**src/hw/rtl/ipwc_pkg.sv**
```systemverilog
// ----------------------------------------------------------------------------
// ipwc_pkg
// Shared types and constants of the ir pulse width capture block: command and
// event codes, register indexes, register widths, reset values and result queue sizes.
// ----------------------------------------------------------------------------
package ipwc_pkg;

    // command carried by the op field
    typedef enum logic {
        OP_START = 1'b0,
        OP_TICK  = 1'b1
    } op_t;

    // kind of one result transaction
    typedef enum logic [1:0] {
        EV_PULSE     = 2'd0,
        EV_FRAME_END = 2'd1,
        EV_FINISHED  = 2'd2,
        EV_ERROR     = 2'd3
    } event_kind_t;

    // configuration register indexes
    localparam int CFG_IDX_W = 2;
    localparam logic [CFG_IDX_W-1:0] REG_SAMPLE_PERIOD = 2'd0;
    localparam logic [CFG_IDX_W-1:0] REG_QUIET_LIMIT   = 2'd1;
    localparam logic [CFG_IDX_W-1:0] REG_FRAMES_WANTED = 2'd2;

    localparam int CFG_DATA_W = 16;
    localparam int PERIOD_W   = 10;
    localparam int QUIET_W    = 16;
    localparam int FRAMES_W   = 16;

    localparam logic [PERIOD_W-1:0] SAMPLE_PERIOD_RESET = 10'd10;
    localparam logic [QUIET_W-1:0]  QUIET_LIMIT_RESET   = 16'd1000;
    localparam logic [FRAMES_W-1:0] FRAMES_WANTED_RESET = 16'd1;

    // result queue
    localparam int FIFO_DEPTH = 4;
    localparam int PTR_W      = 2;
    localparam int CNT_W      = 3;

endpackage

```
**src/hw/rtl/ir_pulse_width_capture.sv**
```systemverilog
// ----------------------------------------------------------------------------
// ir_pulse_width_capture
// Measures pulse widths on an idle-high infrared receiver line, one sample
// tick per input transaction, and reports pulses, frame ends, finish and
// error events.
// ----------------------------------------------------------------------------
// Each input transaction is handled in the cycle it is accepted: the capture
// state is updated at that edge and its zero, one or two results are written
// into a four-entry result queue, so a new transaction can be taken every
// cycle while in_ready is high. in_ready is high while the queue has room for
// two results; results are offered on the output from the registered queue,
// behind any results still waiting in it. Sustained rate is one transaction
// per cycle as long as the consumer takes one result per cycle; transactions
// that give two results are limited by the single output port of the queue.
module ir_pulse_width_capture
    import ipwc_pkg::*;
#(
    parameter int DURATION_BITS = 16
)
(
    input  logic                     clk,
    input  logic                     rst_n,

    input  logic                     cfg_write,
    input  logic [CFG_IDX_W-1:0]     cfg_index,
    input  logic [CFG_DATA_W-1:0]    cfg_data,

    input  logic                     in_valid,
    output logic                     in_ready,
    input  logic                     op,
    input  logic                     pin_level,

    output logic                     out_valid,
    input  logic                     out_ready,
    output logic [1:0]               event_kind,
    output logic [DURATION_BITS-1:0] duration_us,
    output logic                     last
);

    localparam int SUM_W = ((DURATION_BITS > PERIOD_W) ? DURATION_BITS : PERIOD_W) + 1;
    localparam logic [SUM_W-1:0] DUR_MAX_EXT =
        SUM_W'((64'd1 << DURATION_BITS) - 64'd1);
    localparam logic [DURATION_BITS-1:0] DUR_MAX = DURATION_BITS'(DUR_MAX_EXT);
    localparam logic [QUIET_W-1:0] QUIET_MAX = '1;
    localparam logic [CNT_W-1:0] ROOM_FOR_TWO = CNT_W'(FIFO_DEPTH - 2);

    typedef enum logic [1:0] {
        PH_WAIT    = 2'd0,
        PH_CAPTURE = 2'd1,
        PH_DONE    = 2'd2,
        PH_ERROR   = 2'd3
    } phase_t;

    typedef struct packed {
        event_kind_t              kind;
        logic [DURATION_BITS-1:0] duration;
        logic                     last;
    } res_t;

    // configuration registers
    logic [PERIOD_W-1:0]      sample_period_reg;
    logic [QUIET_W-1:0]       quiet_limit_reg;
    logic [FRAMES_W-1:0]      frames_wanted_reg;

    // capture state
    phase_t                   phase_reg,   phase_next;
    logic                     level_reg,   level_next;
    logic [DURATION_BITS-1:0] elapsed_reg, elapsed_next;
    logic [QUIET_W-1:0]       quiet_reg,   quiet_next;
    logic                     armed_reg,   armed_next;
    logic [FRAMES_W-1:0]      frames_reg,  frames_next;

    // state as seen by a tick, after a possible start of capture
    logic                     detect;
    phase_t                   eff_phase;
    logic                     eff_level;
    logic [DURATION_BITS-1:0] eff_elapsed;
    logic [QUIET_W-1:0]       eff_quiet;
    logic                     eff_armed;
    logic [FRAMES_W-1:0]      eff_frames;

    logic                     fire;
    logic                     pin_edge;
    logic [FRAMES_W-1:0]      frames_dec;
    logic [DURATION_BITS-1:0] elapsed_base;
    logic [QUIET_W-1:0]       quiet_base;
    logic [SUM_W-1:0]         elapsed_sum;

    res_t                     res0, res1;
    logic [1:0]               res_n;

    // result queue
    res_t                     fifo_mem [FIFO_DEPTH];
    logic [PTR_W-1:0]         wr_ptr_reg, rd_ptr_reg;
    logic [CNT_W-1:0]         fifo_cnt_reg;
    logic                     accept;
    logic                     pop;
    logic [1:0]               push_n;
    res_t                     head;

    assign accept = in_valid && in_ready;
    assign pop    = out_valid && out_ready;
    assign push_n = accept ? res_n : 2'd0;

    // ------------------------------------------------------------------
    // configuration
    // ------------------------------------------------------------------
    always_ff @(posedge clk or negedge rst_n)
    begin
        if (!rst_n)
        begin
            sample_period_reg <= SAMPLE_PERIOD_RESET;
            quiet_limit_reg   <= QUIET_LIMIT_RESET;
            frames_wanted_reg <= FRAMES_WANTED_RESET;
        end
        else if (cfg_write)
        begin
            unique case (cfg_index)
                REG_SAMPLE_PERIOD: sample_period_reg <= cfg_data[PERIOD_W-1:0];
                REG_QUIET_LIMIT:   quiet_limit_reg   <= cfg_data[QUIET_W-1:0];
                REG_FRAMES_WANTED: frames_wanted_reg <= cfg_data[FRAMES_W-1:0];
                default:           ;
            endcase
        end
    end

    // ------------------------------------------------------------------
    // tick view of the state: first low while waiting starts capture
    // ------------------------------------------------------------------
    always_comb
    begin
        detect = (phase_reg == PH_WAIT) && !pin_level;
        if (detect)
        begin
            eff_phase   = PH_CAPTURE;
            eff_level   = 1'b0;
            eff_elapsed = '0;
            eff_quiet   = '0;
            eff_armed   = 1'b1;
            eff_frames  = (frames_wanted_reg == '0) ? FRAMES_W'(1) : frames_wanted_reg;
        end
        else
        begin
            eff_phase   = phase_reg;
            eff_level   = level_reg;
            eff_elapsed = elapsed_reg;
            eff_quiet   = quiet_reg;
            eff_armed   = armed_reg;
            eff_frames  = frames_reg;
        end

        fire       = eff_armed && (eff_quiet >= quiet_limit_reg);
        pin_edge   = (pin_level != eff_level);
        frames_dec = (eff_frames != '0) ? eff_frames - FRAMES_W'(1) : '0;

        elapsed_base = pin_edge ? '0 : eff_elapsed;
        quiet_base   = pin_edge ? '0 : eff_quiet;
        elapsed_sum  = SUM_W'(elapsed_base) + SUM_W'(sample_period_reg);
    end

    // ------------------------------------------------------------------
    // state update and results of one transaction
    // ------------------------------------------------------------------
    always_comb
    begin
        phase_next   = phase_reg;
        level_next   = level_reg;
        elapsed_next = elapsed_reg;
        quiet_next   = quiet_reg;
        armed_next   = armed_reg;
        frames_next  = frames_reg;
        res0         = '{kind: EV_PULSE, duration: '0, last: 1'b0};
        res1         = '{kind: EV_PULSE, duration: '0, last: 1'b1};
        res_n        = 2'd0;

        if (op_t'(op) == OP_START)
        begin
            phase_next   = PH_WAIT;
            level_next   = 1'b0;
            elapsed_next = '0;
            quiet_next   = '0;
            armed_next   = 1'b1;
        end
        else if (eff_phase == PH_CAPTURE)
        begin
            phase_next   = eff_phase;
            level_next   = eff_level;
            elapsed_next = eff_elapsed;
            quiet_next   = eff_quiet;
            armed_next   = eff_armed;
            frames_next  = eff_frames;

            priority if (fire && !eff_level)
            begin
                // line held low too long
                phase_next = PH_ERROR;
                res0.kind  = EV_ERROR;
                res_n      = 2'd1;
            end
            else if (fire && (frames_dec == '0))
            begin
                phase_next  = PH_DONE;
                armed_next  = 1'b0;
                frames_next = frames_dec;
                res0.kind   = EV_FINISHED;
                res_n       = 2'd1;
            end
            else
            begin
                if (fire)
                begin
                    armed_next  = 1'b0;
                    frames_next = frames_dec;
                end
                if (pin_edge)
                begin
                    level_next = pin_level;
                    armed_next = 1'b1;
                end
                elapsed_next = (elapsed_sum > DUR_MAX_EXT) ? DUR_MAX
                                                            : elapsed_sum[DURATION_BITS-1:0];
                quiet_next   = (quiet_base == QUIET_MAX) ? QUIET_MAX
                                                         : quiet_base + QUIET_W'(1);

                // frame end comes ahead of the pulse of the same tick
                if (fire && pin_edge)
                begin
                    res0.kind     = EV_FRAME_END;
                    res1.kind     = EV_PULSE;
                    res1.duration = eff_elapsed;
                    res_n         = 2'd2;
                end
                else if (fire)
                begin
                    res0.kind = EV_FRAME_END;
                    res_n     = 2'd1;
                end
                else if (pin_edge)
                begin
                    res0.duration = eff_elapsed;
                    res_n         = 2'd1;
                end
            end
        end

        res0.last = (res_n == 2'd1);
    end

    always_ff @(posedge clk or negedge rst_n)
    begin
        if (!rst_n)
        begin
            phase_reg   <= PH_WAIT;
            level_reg   <= 1'b0;
            elapsed_reg <= '0;
            quiet_reg   <= '0;
            armed_reg   <= 1'b1;
            frames_reg  <= '0;
        end
        else if (accept)
        begin
            phase_reg   <= phase_next;
            level_reg   <= level_next;
            elapsed_reg <= elapsed_next;
            quiet_reg   <= quiet_next;
            armed_reg   <= armed_next;
            frames_reg  <= frames_next;
        end
    end

    // ------------------------------------------------------------------
    // result queue
    // ------------------------------------------------------------------
    always_ff @(posedge clk)
    begin
        if (push_n != 2'd0)
        begin
            fifo_mem[wr_ptr_reg] <= res0;
        end
        if (push_n == 2'd2)
        begin
            fifo_mem[wr_ptr_reg + PTR_W'(1)] <= res1;
        end
    end

    always_ff @(posedge clk or negedge rst_n)
    begin
        if (!rst_n)
        begin
            wr_ptr_reg   <= '0;
            rd_ptr_reg   <= '0;
            fifo_cnt_reg <= '0;
        end
        else
        begin
            wr_ptr_reg   <= wr_ptr_reg + PTR_W'(push_n);
            rd_ptr_reg   <= rd_ptr_reg + PTR_W'(pop);
            fifo_cnt_reg <= fifo_cnt_reg + CNT_W'(push_n) - CNT_W'(pop);
        end
    end

    assign in_ready    = (fifo_cnt_reg <= ROOM_FOR_TWO);
    assign out_valid   = (fifo_cnt_reg != '0);
    assign head        = fifo_mem[rd_ptr_reg];
    assign event_kind  = head.kind;
    assign duration_us = head.duration;
    assign last        = head.last;

    // ------------------------------------------------------------------
    // assertions
    // ------------------------------------------------------------------
    a_fifo_bound: assert property (@(posedge clk) disable iff (!rst_n)
        fifo_cnt_reg <= CNT_W'(FIFO_DEPTH))
        else $error("result queue overfilled");

    a_fifo_count: assert property (@(posedge clk) disable iff (!rst_n)
        1'b1 |=> fifo_cnt_reg == $past(fifo_cnt_reg) + CNT_W'($past(push_n))
                                 - CNT_W'($past(pop)))
        else $error("result queue count lost track of pushes and pops");

    a_start_rearms: assert property (@(posedge clk) disable iff (!rst_n)
        (accept && (op_t'(op) == OP_START)) |=> (phase_reg == PH_WAIT) && armed_reg)
        else $error("start transaction did not rearm capture");

    a_error_sticky: assert property (@(posedge clk) disable iff (!rst_n)
        (accept && (op_t'(op) == OP_TICK) && (phase_reg == PH_ERROR))
        |=> (phase_reg == PH_ERROR) && (fifo_cnt_reg <= $past(fifo_cnt_reg)))
        else $error("tick in error phase changed state or produced a result");

endmodule
```
**config.mk**
```make
export PLATFORM = sky130hd
export DESIGN_NAME = ir_pulse_width_capture
export DESIGN_NICKNAME = d
export VERILOG_FILES = /design/src/hw/rtl/ipwc_pkg.sv /design/src/hw/rtl/ir_pulse_width_capture.sv
export SDC_FILE = /design/constraint.sdc
export NUM_CORES = 1
export LEC_CHECK = 0
export ABC_AREA = 1
export BUFFER_PORTS_ARGS = -buffer_cell sky130_fd_sc_hd__buf_2
export CORE_ASPECT_RATIO = 2
export CORE_MARGIN = 2
export CORE_UTILIZATION = 63
export DETAILED_ROUTE_END_ITERATION = 12
export PLACE_DENSITY = 0.81
export SLEW_MARGIN = 5
export SYNTH_ARGS = -nofsm -noshare
export SYNTH_HDL_FRONTEND = slang
export SYNTH_SLANG_ARGS = --single-unit
```
**constraint.sdc**
```tcl
create_clock -name clk -period 6.4 [get_ports clk]
set_clock_uncertainty 0.15 [all_clocks]
set_input_delay 0.96 -clock clk [delete_from_list [all_inputs] [get_ports clk]]
set_output_delay 0.96 -clock clk [all_outputs]
set_load 0.05 [all_outputs]
```
---- Yosys cells after proc, flatten, opt, wreduce, memory -nomap -nowiden ----
Memory sizes are Yosys's and may differ from the RTL's.
Cells that the tools add are included.
operators by class
  add/subtract/negate cells ............... 8
  multipliers ............................. 0
  divide/modulo/power cells ............... 0
  $lt $le $gt $ge ......................... 3
  equality and inequality tests ........... 8
  shifts and indexed selects .............. 0
  multiplexer cells ....................... 66
  bitwise gates (word level) .............. 0
  reduce and logical (&&, ||, !) cells .... 21
operators with widths
  operator                                                          number
  two-way mux 16 bit                                                30
  two-way mux 18 bit                                                2
  zero test 16 bit                                                  2
  two-way mux 2 bit                                                 14
  two-way mux 1 bit                                                 20
  adder 16 x 10 -> 17 bit                                           1
  greater-than comparator 17 x 16 -> 1 bit (second input constant)  1
  adder 16 x 1 -> 16 bit (second input constant)                    1
  equality test 16 bit (second input constant)                      1
  >= comparator 16 bit                                              1
  nonzero test 16 bit                                               1
  subtractor 16 x 1 -> 16 bit (second input constant)               1
  AND reduction 2 bit                                               4
  logical AND 1 bit                                                 7
  equality test 2 x 1 -> 1 bit (second input constant)              3
  equality test 2 bit (second input constant)                       2
  zero test 2 bit                                                   2
  adder 3 x 2 -> 3 bit                                              1
  less-or-equal comparator 3 x 2 -> 1 bit (second input constant)   1
  AND reduction 3 bit                                               1
  nonzero test 3 bit                                                1
  subtractor 3 x 1 -> 3 bit                                         1
  adder 2 x 1 -> 2 bit                                              1
  adder 2 x 1 -> 2 bit (second input constant)                      1
  other kinds (5)                                                   6
word-level totals
  flip-flop bits (word level) ............. 101
  bits in latches ......................... 0
  memory bits (writable) .................. 76
  ROM bits ................................ 0
  input bits .............................. 25
  output and inout port bits .............. 21
  logic and storage cells ................. 119
  memories kept ........................... 1
memory list
  memory    words  bits a word  read ports  clocked after memory_dff  wr ports  line                          source
  fifo_mem  4      19           1           0                         2         ir_pulse_width_capture.sv:93  res_t fifo_mem [FIFO_DEPTH];

---- Longest topological paths before layout ----
Gate-level depths: netlist of run 1.
  depth in word-level cells ............... 15
  mapped depth ............................ 30
  depth with buffers taken out ............ 27

---- Least setup slack after synthesis of run 1 ----
No wires, ideal clock.
  path type ............................... input to register
  start ................................... input pin_level
  end ..................................... register fifo_cnt_reg[2]
  library setup time ...................... 129 ps
  data arrival time ....................... 5029 ps
  data required time ...................... 6121 ps
  setup slack ............................. 1093 ps
  cell stages on the path ................. 29
  path buffers ............................ 5
  cell sequence ........................... nor2_4 nand2_2 buf_6 buf_6 inv_4 clkbuf_1 clkbuf_1 clkbuf_1 nor2_1 ha_1 a21oi_1 o21ai_0 nand2_1 nand2_1 nand2_1 nand3_1 o21ai_0 inv_1 ha_1 inv_1 nand3_2 nand2_2 ha_1 inv_1 ha_1 inv_1 fa_1 xnor2_1 xor2_1
on the way
  longest elaborated chain between the ends .. 14
  elaborated cells between the ends (all ways) .. 29
  classes of those cells .................. 3 x add/sub; 1 x order compare; 2 x eq/ne; 14 x mux; 9 x reduce/logical
RTL lines
  element                                                         line                                                          source
  start: declaration                                              ir_pulse_width_capture.sv:31                                  input logic pin_level,
  zero test 1 bit                                                 ir_pulse_width_capture.sv:132                                 detect = (phase_reg == PH_WAIT) && !pin_level;
  logical AND 1 bit                                               ir_pulse_width_capture.sv:132
  two-way mux 16 bit / two-way mux 1 bit (equally long branches)  ir_pulse_width_capture.sv:133                                 if (detect)
  subtractor 16 x 1 -> 16 bit, or another cell as far along       ir_pulse_width_capture.sv:154                                 frames_dec = (eff_frames != '0) ? eff_frames - FRAMES_W'(1) : '0;
  two-way mux 16 bit, or another cell as far along                ir_pulse_width_capture.sv:154
  zero test 16 bit, or another cell as far along                  ir_pulse_width_capture.sv:200                                 else if (fire && (frames_dec == '0))
  logical AND 1 bit / two-way mux 2 bit (equally long branches)   ir_pulse_width_capture.sv:200, ir_pulse_width_capture.sv:226
  two-way mux 2 bit                                               ir_pulse_width_capture.sv:200
  two-way mux 2 bit                                               ir_pulse_width_capture.sv:193                                 priority if (fire && !eff_level)
  two-way mux 2 bit (*)                                           ir_pulse_width_capture.sv:184                                 else if (eff_phase == PH_CAPTURE)
  two-way mux 2 bit (*)                                           ir_pulse_width_capture.sv:176                                 if (op_t'(op) == OP_START)
  two-way mux 2 bit (*)                                           ir_pulse_width_capture.sv:103                                 assign push_n = accept ? res_n : 2'd0;
  adder 3 x 2 -> 3 bit (*)                                        ir_pulse_width_capture.sv:298                                 fifo_cnt_reg <= fifo_cnt_reg + CNT_W'(push_n) - CNT_W'(pop);
  subtractor 3 x 1 -> 3 bit (*)                                   ir_pulse_width_capture.sv:298
  end signal: assignment                                          ir_pulse_width_capture.sv:298
  end: declaration                                                ir_pulse_width_capture.sv:95                                  logic [CNT_W-1:0] fifo_cnt_reg;
Mark *: on every way between the ends. The rest lies on a longest branch, timed or not.
A chain may end at the register's enable or synchronous reset.

==> qor.yml, run 1 <==
global_routing:
  grt_max_degree: 58
  overflow: 0
  grt.total_usage_pct: 33.8
  grt_antenna_before_repair: 0
  grt_first_pass_wirelength_um: 49400
  grt_pass1_vias: 10100
cts:
  cts_buffer_depth: 2
  htreeDepth: 4
  worstSkewPairLatency_ps: 450
  cts_sinks: 177
  cts_hold_buf: 0
  cts-root-buf: "clkbuf_16"
  cts_setup_buffers: 0
  clkTransAtPathRegs_ps: 70
  cts_tree: "built"
  cts_resized: 0
  cts_buffers: 17
run:
  cap_violations: 0
timing:
  max_freq_mhz: 180
  tightest_slew_ps: 1200
  finalHoldViolCount: 0
  fin_crit_ps: 5570
  rsz0062_at_grt: "false"
  timing.hold.ws_ps: 305
  setup_violations: 0
  slew_violations: 0
  setup_tns_ps: 0
  maxSlewHeadroom_pct: 19.8
  fin_crit_sh_pct: 87.0
floorplanning:
  die_area_um2: 18500
  die_w_um: 97.2
  ios: 46
  die-height_um: 190
  core_um2: 17200
  num_rows: 68
  initial_core_util_pct: 63.7
logic_synthesis:
  synthArstFlopShare_pct: 57.1
  netlist_area_um2: 11000
  syn-num-nets: 1529
  ys_seq_area_share_pct: 42.9
  ys_warn_count: 0
  synthFlopType: "dfrtp_1"
  synth-edff-count: 64
  postSynthCellCount: 1468
  syn_avg_cell_area_um2: 7.46
  synth-seq-cells: 177
  synth_top_area_share_pct: 20.8
  synth_top_cell_by_area: "dfrtp_1"
  synthTopCellsByArea: "dfrtp_1 21%, edfxtp_1 18%, nand2_1 9.5%"
  synth_cell_type_count: 44
route:
  wirelength_um: 30200
  viasPerCell: 5.96
  drt_first_iter_violations: 734
  dr_total_vias: 10100
  post_drt_wl_per_cell_um: 17.8
  drtAntennaViolNets: 0
  drc: 0
  drt_first_pass_iters: 6
critical_path:
  cp_max_fo: 37
  critPathRequiredTime_ps: 6320
  crit_type: "in2reg"
  critPathLaunchType: "input pin"
  worst_setup_path_end_kind: "register"
  cp.arrival_ps: 5490
finish:
  regMostFlops: "fifo_mem"
  final_common_cell: "nand2_1"
  drive_gt1_share_pct: 9.85
  antenna_cells: 0
  syn2layout_area_growth_pct: 7.65
  final_nets: 1540
  largest_reg_flops: 76
  layout_common_cells: "278 x nand2_1, 208 x nor2_1, 180 x o21ai_0"
  fill_cells: 1474
power:
  ir_worst_vdd_mv: 0.254
  powerDensity_nw_per_um2: 429
  leakagePower_nw: 5.25
status:
  status: "finished, final reports clean"
placement:
  dp_hpwl_um: 22300
  port_buffers: 45
  place.gp.congestion: 1.04
hold_path:
  hold_class: "reg2reg"
-- metal layers --
layer  GRT usage (%)  vias up  wire length, um
li1                -     4861                -
met1            33.3     4719            10100
met2            63.7      419            16400
met3            4.47      150             1350
met4            24.2        0             2320
met5               0        -                0
-- layout make-up --
class	count	area, um2	area share (%)
Sequential cell	177	4700	39.9
Clock buffer	17	425	3.61
Clock inverter	15	141	1.20
Inverter	178	671	5.69
Timing Repair Buffer	62	355	3.01
Tap cell	210	263	2.23
Multi-Input combinational cell	1043	5230	44.4
-- cells in the mapped netlist, types with 7 or more instances --
master	instances
clkbuf_1	45
dfstp_2	10
o21ai_1	23
xnor2_1	8
o21ai_2	9
nand2_1	278
nor2_1	208
nor3_1	10
nand4_1	13
nand3_1	118
ha_1	34
xor2_1	20
nand2_2	13
dfxtp_1	12
dfrtp_1	91
inv_1	174
o21ai_0	180
o22ai_1	35
a21oi_1	62
nor2_2	7
buf_2	13
edfxtp_1	64
-- logic make-up after synthesis --
group / after synthesis / synth area share [%]
AND/OR/NAND/NOR: 661 / 25.8
AO/OA/AOI/OAI: 318 / 15.5
adder cells (fa/ha/maj): 36 / 4.25
flip-flops: 177 / 42.9
XOR/XNOR: 28 / 2.24
buffers and inverters: 248 / 9.32
-- final timing paths --
kind                                start              endpoint  slack [ps]  cells past startpoint
setup / recovery                pin_level        fifo_mem[0][5]         830                     17
hold / removal             fifo_mem[2][0]        fifo_mem[2][0]         310                      2
setup reg to reg             phase_reg[0]        fifo_mem[0][5]         990                     16
hold reg to reg            fifo_mem[2][0]        fifo_mem[2][0]         310                      2
max in group asynchronous           rst_n  sample_period_reg[2]        4560                      2
min in group asynchronous           rst_n         frames_reg[7]         360                      1
-- metrics by stage --
stage | cell area, um2 | power [W] | utilization, % | setup slack, ps | std cells
final | 11800 | 0.00506 | 68.6 | 834 | 1702
after global routing | 11800 | 0.00539 | 68.6 | 425 | 1702
after detailed placement | 11200 | 0.00401 | 65.3 | 424 | 1670
after CTS | 11800 | 0.00504 | 68.6 | 891 | 1702
after floorplan | 11000 | 0.00342 | - | 1090 | 1468
after global placement | 11200 | 0.00397 | 65.3 | 608 | 1670
-- power breakdown --
part | switching, W | total [W] | internal, W
registers | 0.000187 | 0.00159 | 0.00141
logic | 0.00178 | 0.00244 | 0.000658
clock network | 0.000507 | 0.00102 | 0.000518
total | 0.00248 | 0.00506 | 0.00258
-- critical path, stage by stage --
cell     delay (ps)
buf_2           130
nor2_4          260
nand2_2         310
inv_4           440
nor2_1          170
ha_1            330
nand4_1         140
nor3_1          230
nand3_1         110
nand3_1         170
o21ai_0         140
inv_1           180
ha_1            370
nand4_4         210
nand2_4         340
nand2_2         300
nand2_1         660
(Power assumes the default switching activity.)
==> run 2, diff against run 1 <==
--- a/config.mk
+++ b/config.mk
@@ -7,11 +7,13 @@
 export LEC_CHECK = 0
 export ABC_AREA = 1
 export BUFFER_PORTS_ARGS = -buffer_cell sky130_fd_sc_hd__buf_2
+export CELL_PAD_IN_SITES_DETAIL_PLACEMENT = 0
+export CELL_PAD_IN_SITES_GLOBAL_PLACEMENT = 2
 export CORE_ASPECT_RATIO = 2
 export CORE_MARGIN = 2
-export CORE_UTILIZATION = 63
+export CORE_UTILIZATION = 37
 export DETAILED_ROUTE_END_ITERATION = 12
-export PLACE_DENSITY = 0.81
+export PLACE_DENSITY_LB_ADDON = 0.1
 export SLEW_MARGIN = 5
 export SYNTH_ARGS = -nofsm -noshare
 export SYNTH_HDL_FRONTEND = slang
==> qor.yml, run 2 (synthesized netlist as in run 1, its figures left out) <==
status:
  status: "finished, final reports clean"
power:
  ir_worst_vdd_mv: 0.214  # -16%
  finalPower_w: 0.00508  # +0.44%
  powerDensity_nw_per_um2: 423  # -1.4%
  leakagePower_nw: 5.26  # +0.24%
floorplanning:
  core_um2: 29300  # +70%
  die_w_um: 126  # +29%
  ios: 46  # unchanged
  die-height_um: 247  # +30%
  num_rows: 89  # +31%
  initial_core_util_pct: 37.4  # -26 points
  die_area_um2: 31100  # +68%
route:
  drt_first_pass_iters: 4  # -2
  viasPerCell: 5.28  # -11%
  drc: 0  # unchanged
  drt_first_iter_violations: 587  # -20%
  post_drt_wl_per_cell_um: 18.0  # +1.2%
  drtAntennaViolNets: 0  # unchanged
  dr_total_vias: 9837  # -3.1%
  wirelength_um: 33500  # +11%
placement:
  place.gp.congestion: 0.837  # -19%
  dp_hpwl_um: 24300  # +8.7%
  port_buffers: 45  # unchanged
  dp_cells: 1830  # +9.6%
timing:
  finalHoldViolCount: 0  # unchanged
  setup_tns_ps: 0  # unchanged
  setup_violations: 0  # unchanged
  slew_violations: 0  # unchanged
  maxSlewHeadroom_pct: 32.2  # +12 points
  tightest_slew_ps: 1010  # -189 ps
  max_freq_mhz: 197  # +9.7%
  timing.hold.ws_ps: 319  # +13.6 ps
  fin_crit_sh_pct: 79.3  # -7.7 points
  rsz0062_at_grt: "false"
  fin_crit_ps: 5080  # -490 ps
finish:
  final_cells: 1862  # +9.4%
  layout_common_cells: "278 x nand2_1, 206 x nor2_1, 180 x o21ai_0"
  syn2layout_area_growth_pct: 9.67
  regMostFlops: "fifo_mem"
  fill_cells: 3042  # +110%
  final_common_cell: "nand2_1"
  antenna_cells: 0  # unchanged
  drive_gt1_share_pct: 10.3  # +0.49 points
  largest_reg_flops: 76  # unchanged
  final_nets: 1546  # +0.39%
global_routing:
  grt_max_degree: 58  # unchanged
  grt_first_pass_wirelength_um: 54400  # +10%
  grt_antenna_before_repair: 0  # unchanged
  grt_pass1_vias: 9834  # -2.6%
  overflow: 0  # unchanged
  grt.total_usage_pct: 22.4  # -11 points
critical_path:
  crit_type: "in2reg"
  cp_max_fo: 37  # unchanged
  worst_setup_path_end_kind: "register"
  slowest_stage: "nand2_1"
  critPathRequiredTime_ps: 6320  # about the same
  crit_chain: "buf_2, nor2_4, nand2_2, inv_4, nor2_1, ha_1, nand4_1, nor3_1, nand3_1, nand3_1, o21ai_0, inv_1, ha_1, nand4_4, nand2_4, nand2_2, nand2_1"
  cp.arrival_ps: 5000  # -490 ps
  critPathLaunchType: "input pin"
  cp_slowest_stage_delay_ps: 640  # -20 ps
cts:
  cts_setup_buffers: 0  # unchanged
  cts_hold_buf: 0  # unchanged
  htreeDepth: 4  # unchanged
  cts_tree: "built"
  cts_sinks: 177  # unchanged
  cts_resized: 0  # unchanged
  worstSkewPairLatency_ps: 450  # about the same
  cts-root-buf: "clkbuf_16"
  cts_buffers: 17  # unchanged
  cts_buffer_depth: 2  # unchanged
  clkTransAtPathRegs_ps: 70  # about the same
run:
  cap_violations: 0  # unchanged
hold_path:
  hold_class: "reg2reg"
run 2: cell count changes in the layout (fill, tap and decap cells not counted), moves of 2 or more:
cell,previous run,this run
nor2_2,7,9
nor2_1,208,206
buf_4,18,24
inv_6,3,6
inv_8,5,0
clkbuf_2,0,2
clkinvlp_4,1,3
run 2: layout make-up:
class                   count  area [um2]  area share [%]
repair buffers             68         400            3.33
clock inverters            12        95.1           0.792
clock buffers              20         449            3.74
multi-input cells        1043        5240            43.6
flip-flops and latches    177        4700            39.1
well taps                 364         455            3.79
inverters                 178         671            5.58
run 2: worst paths after layout:
kind	endpoint	slack [ps]	from	depth (start not counted)
worst max-delay path	fifo_mem[0][8]	1320	pin_level	17
worst min-delay path	fifo_mem[3][0]	320	fifo_mem[3][0]	2
worst max register to register	fifo_mem[0][8]	1490	phase_reg[0]	16
worst min register to register	fifo_mem[3][0]	320	fifo_mem[3][0]	2
max in group asynchronous	sample_period_reg[9]	4570	rst_n	2
min in group asynchronous	frames_reg[14]	370	rst_n	1
run 2: worst max-delay path, delay by kind of cell:
kind            cells  cell delay (ps)
compound gates      1              140
buf+inv             3              680
fa+ha+maj           2              690
simple gates       11             2490
run 2: per-layer routing:
metal  global-route usage [%]  part of all wire [%]
met3                     3.05                   2.7
met4                     7.52                   2.4
met1                     28.8                    45
met2                     38.6                    50
met5                        0                     0
run 2: power breakdown:
part,total [W],switching [W],internal (W)
registers,0.00153,0.000126,0.00141
clock network,0.00100,0.000483,0.000517
logic,0.00255,0.00187,0.000675
run 2: stage by stage:
stage	util (%)	worst slack, ps	cell area [um2]
after floorplan	-	1090	11000
after global placement	39.2	838	11500
after detailed placement	39.2	805	11500
after CTS	41.0	1280	12000
after global routing	41.0	886	12000
final	41.0	1320	12000
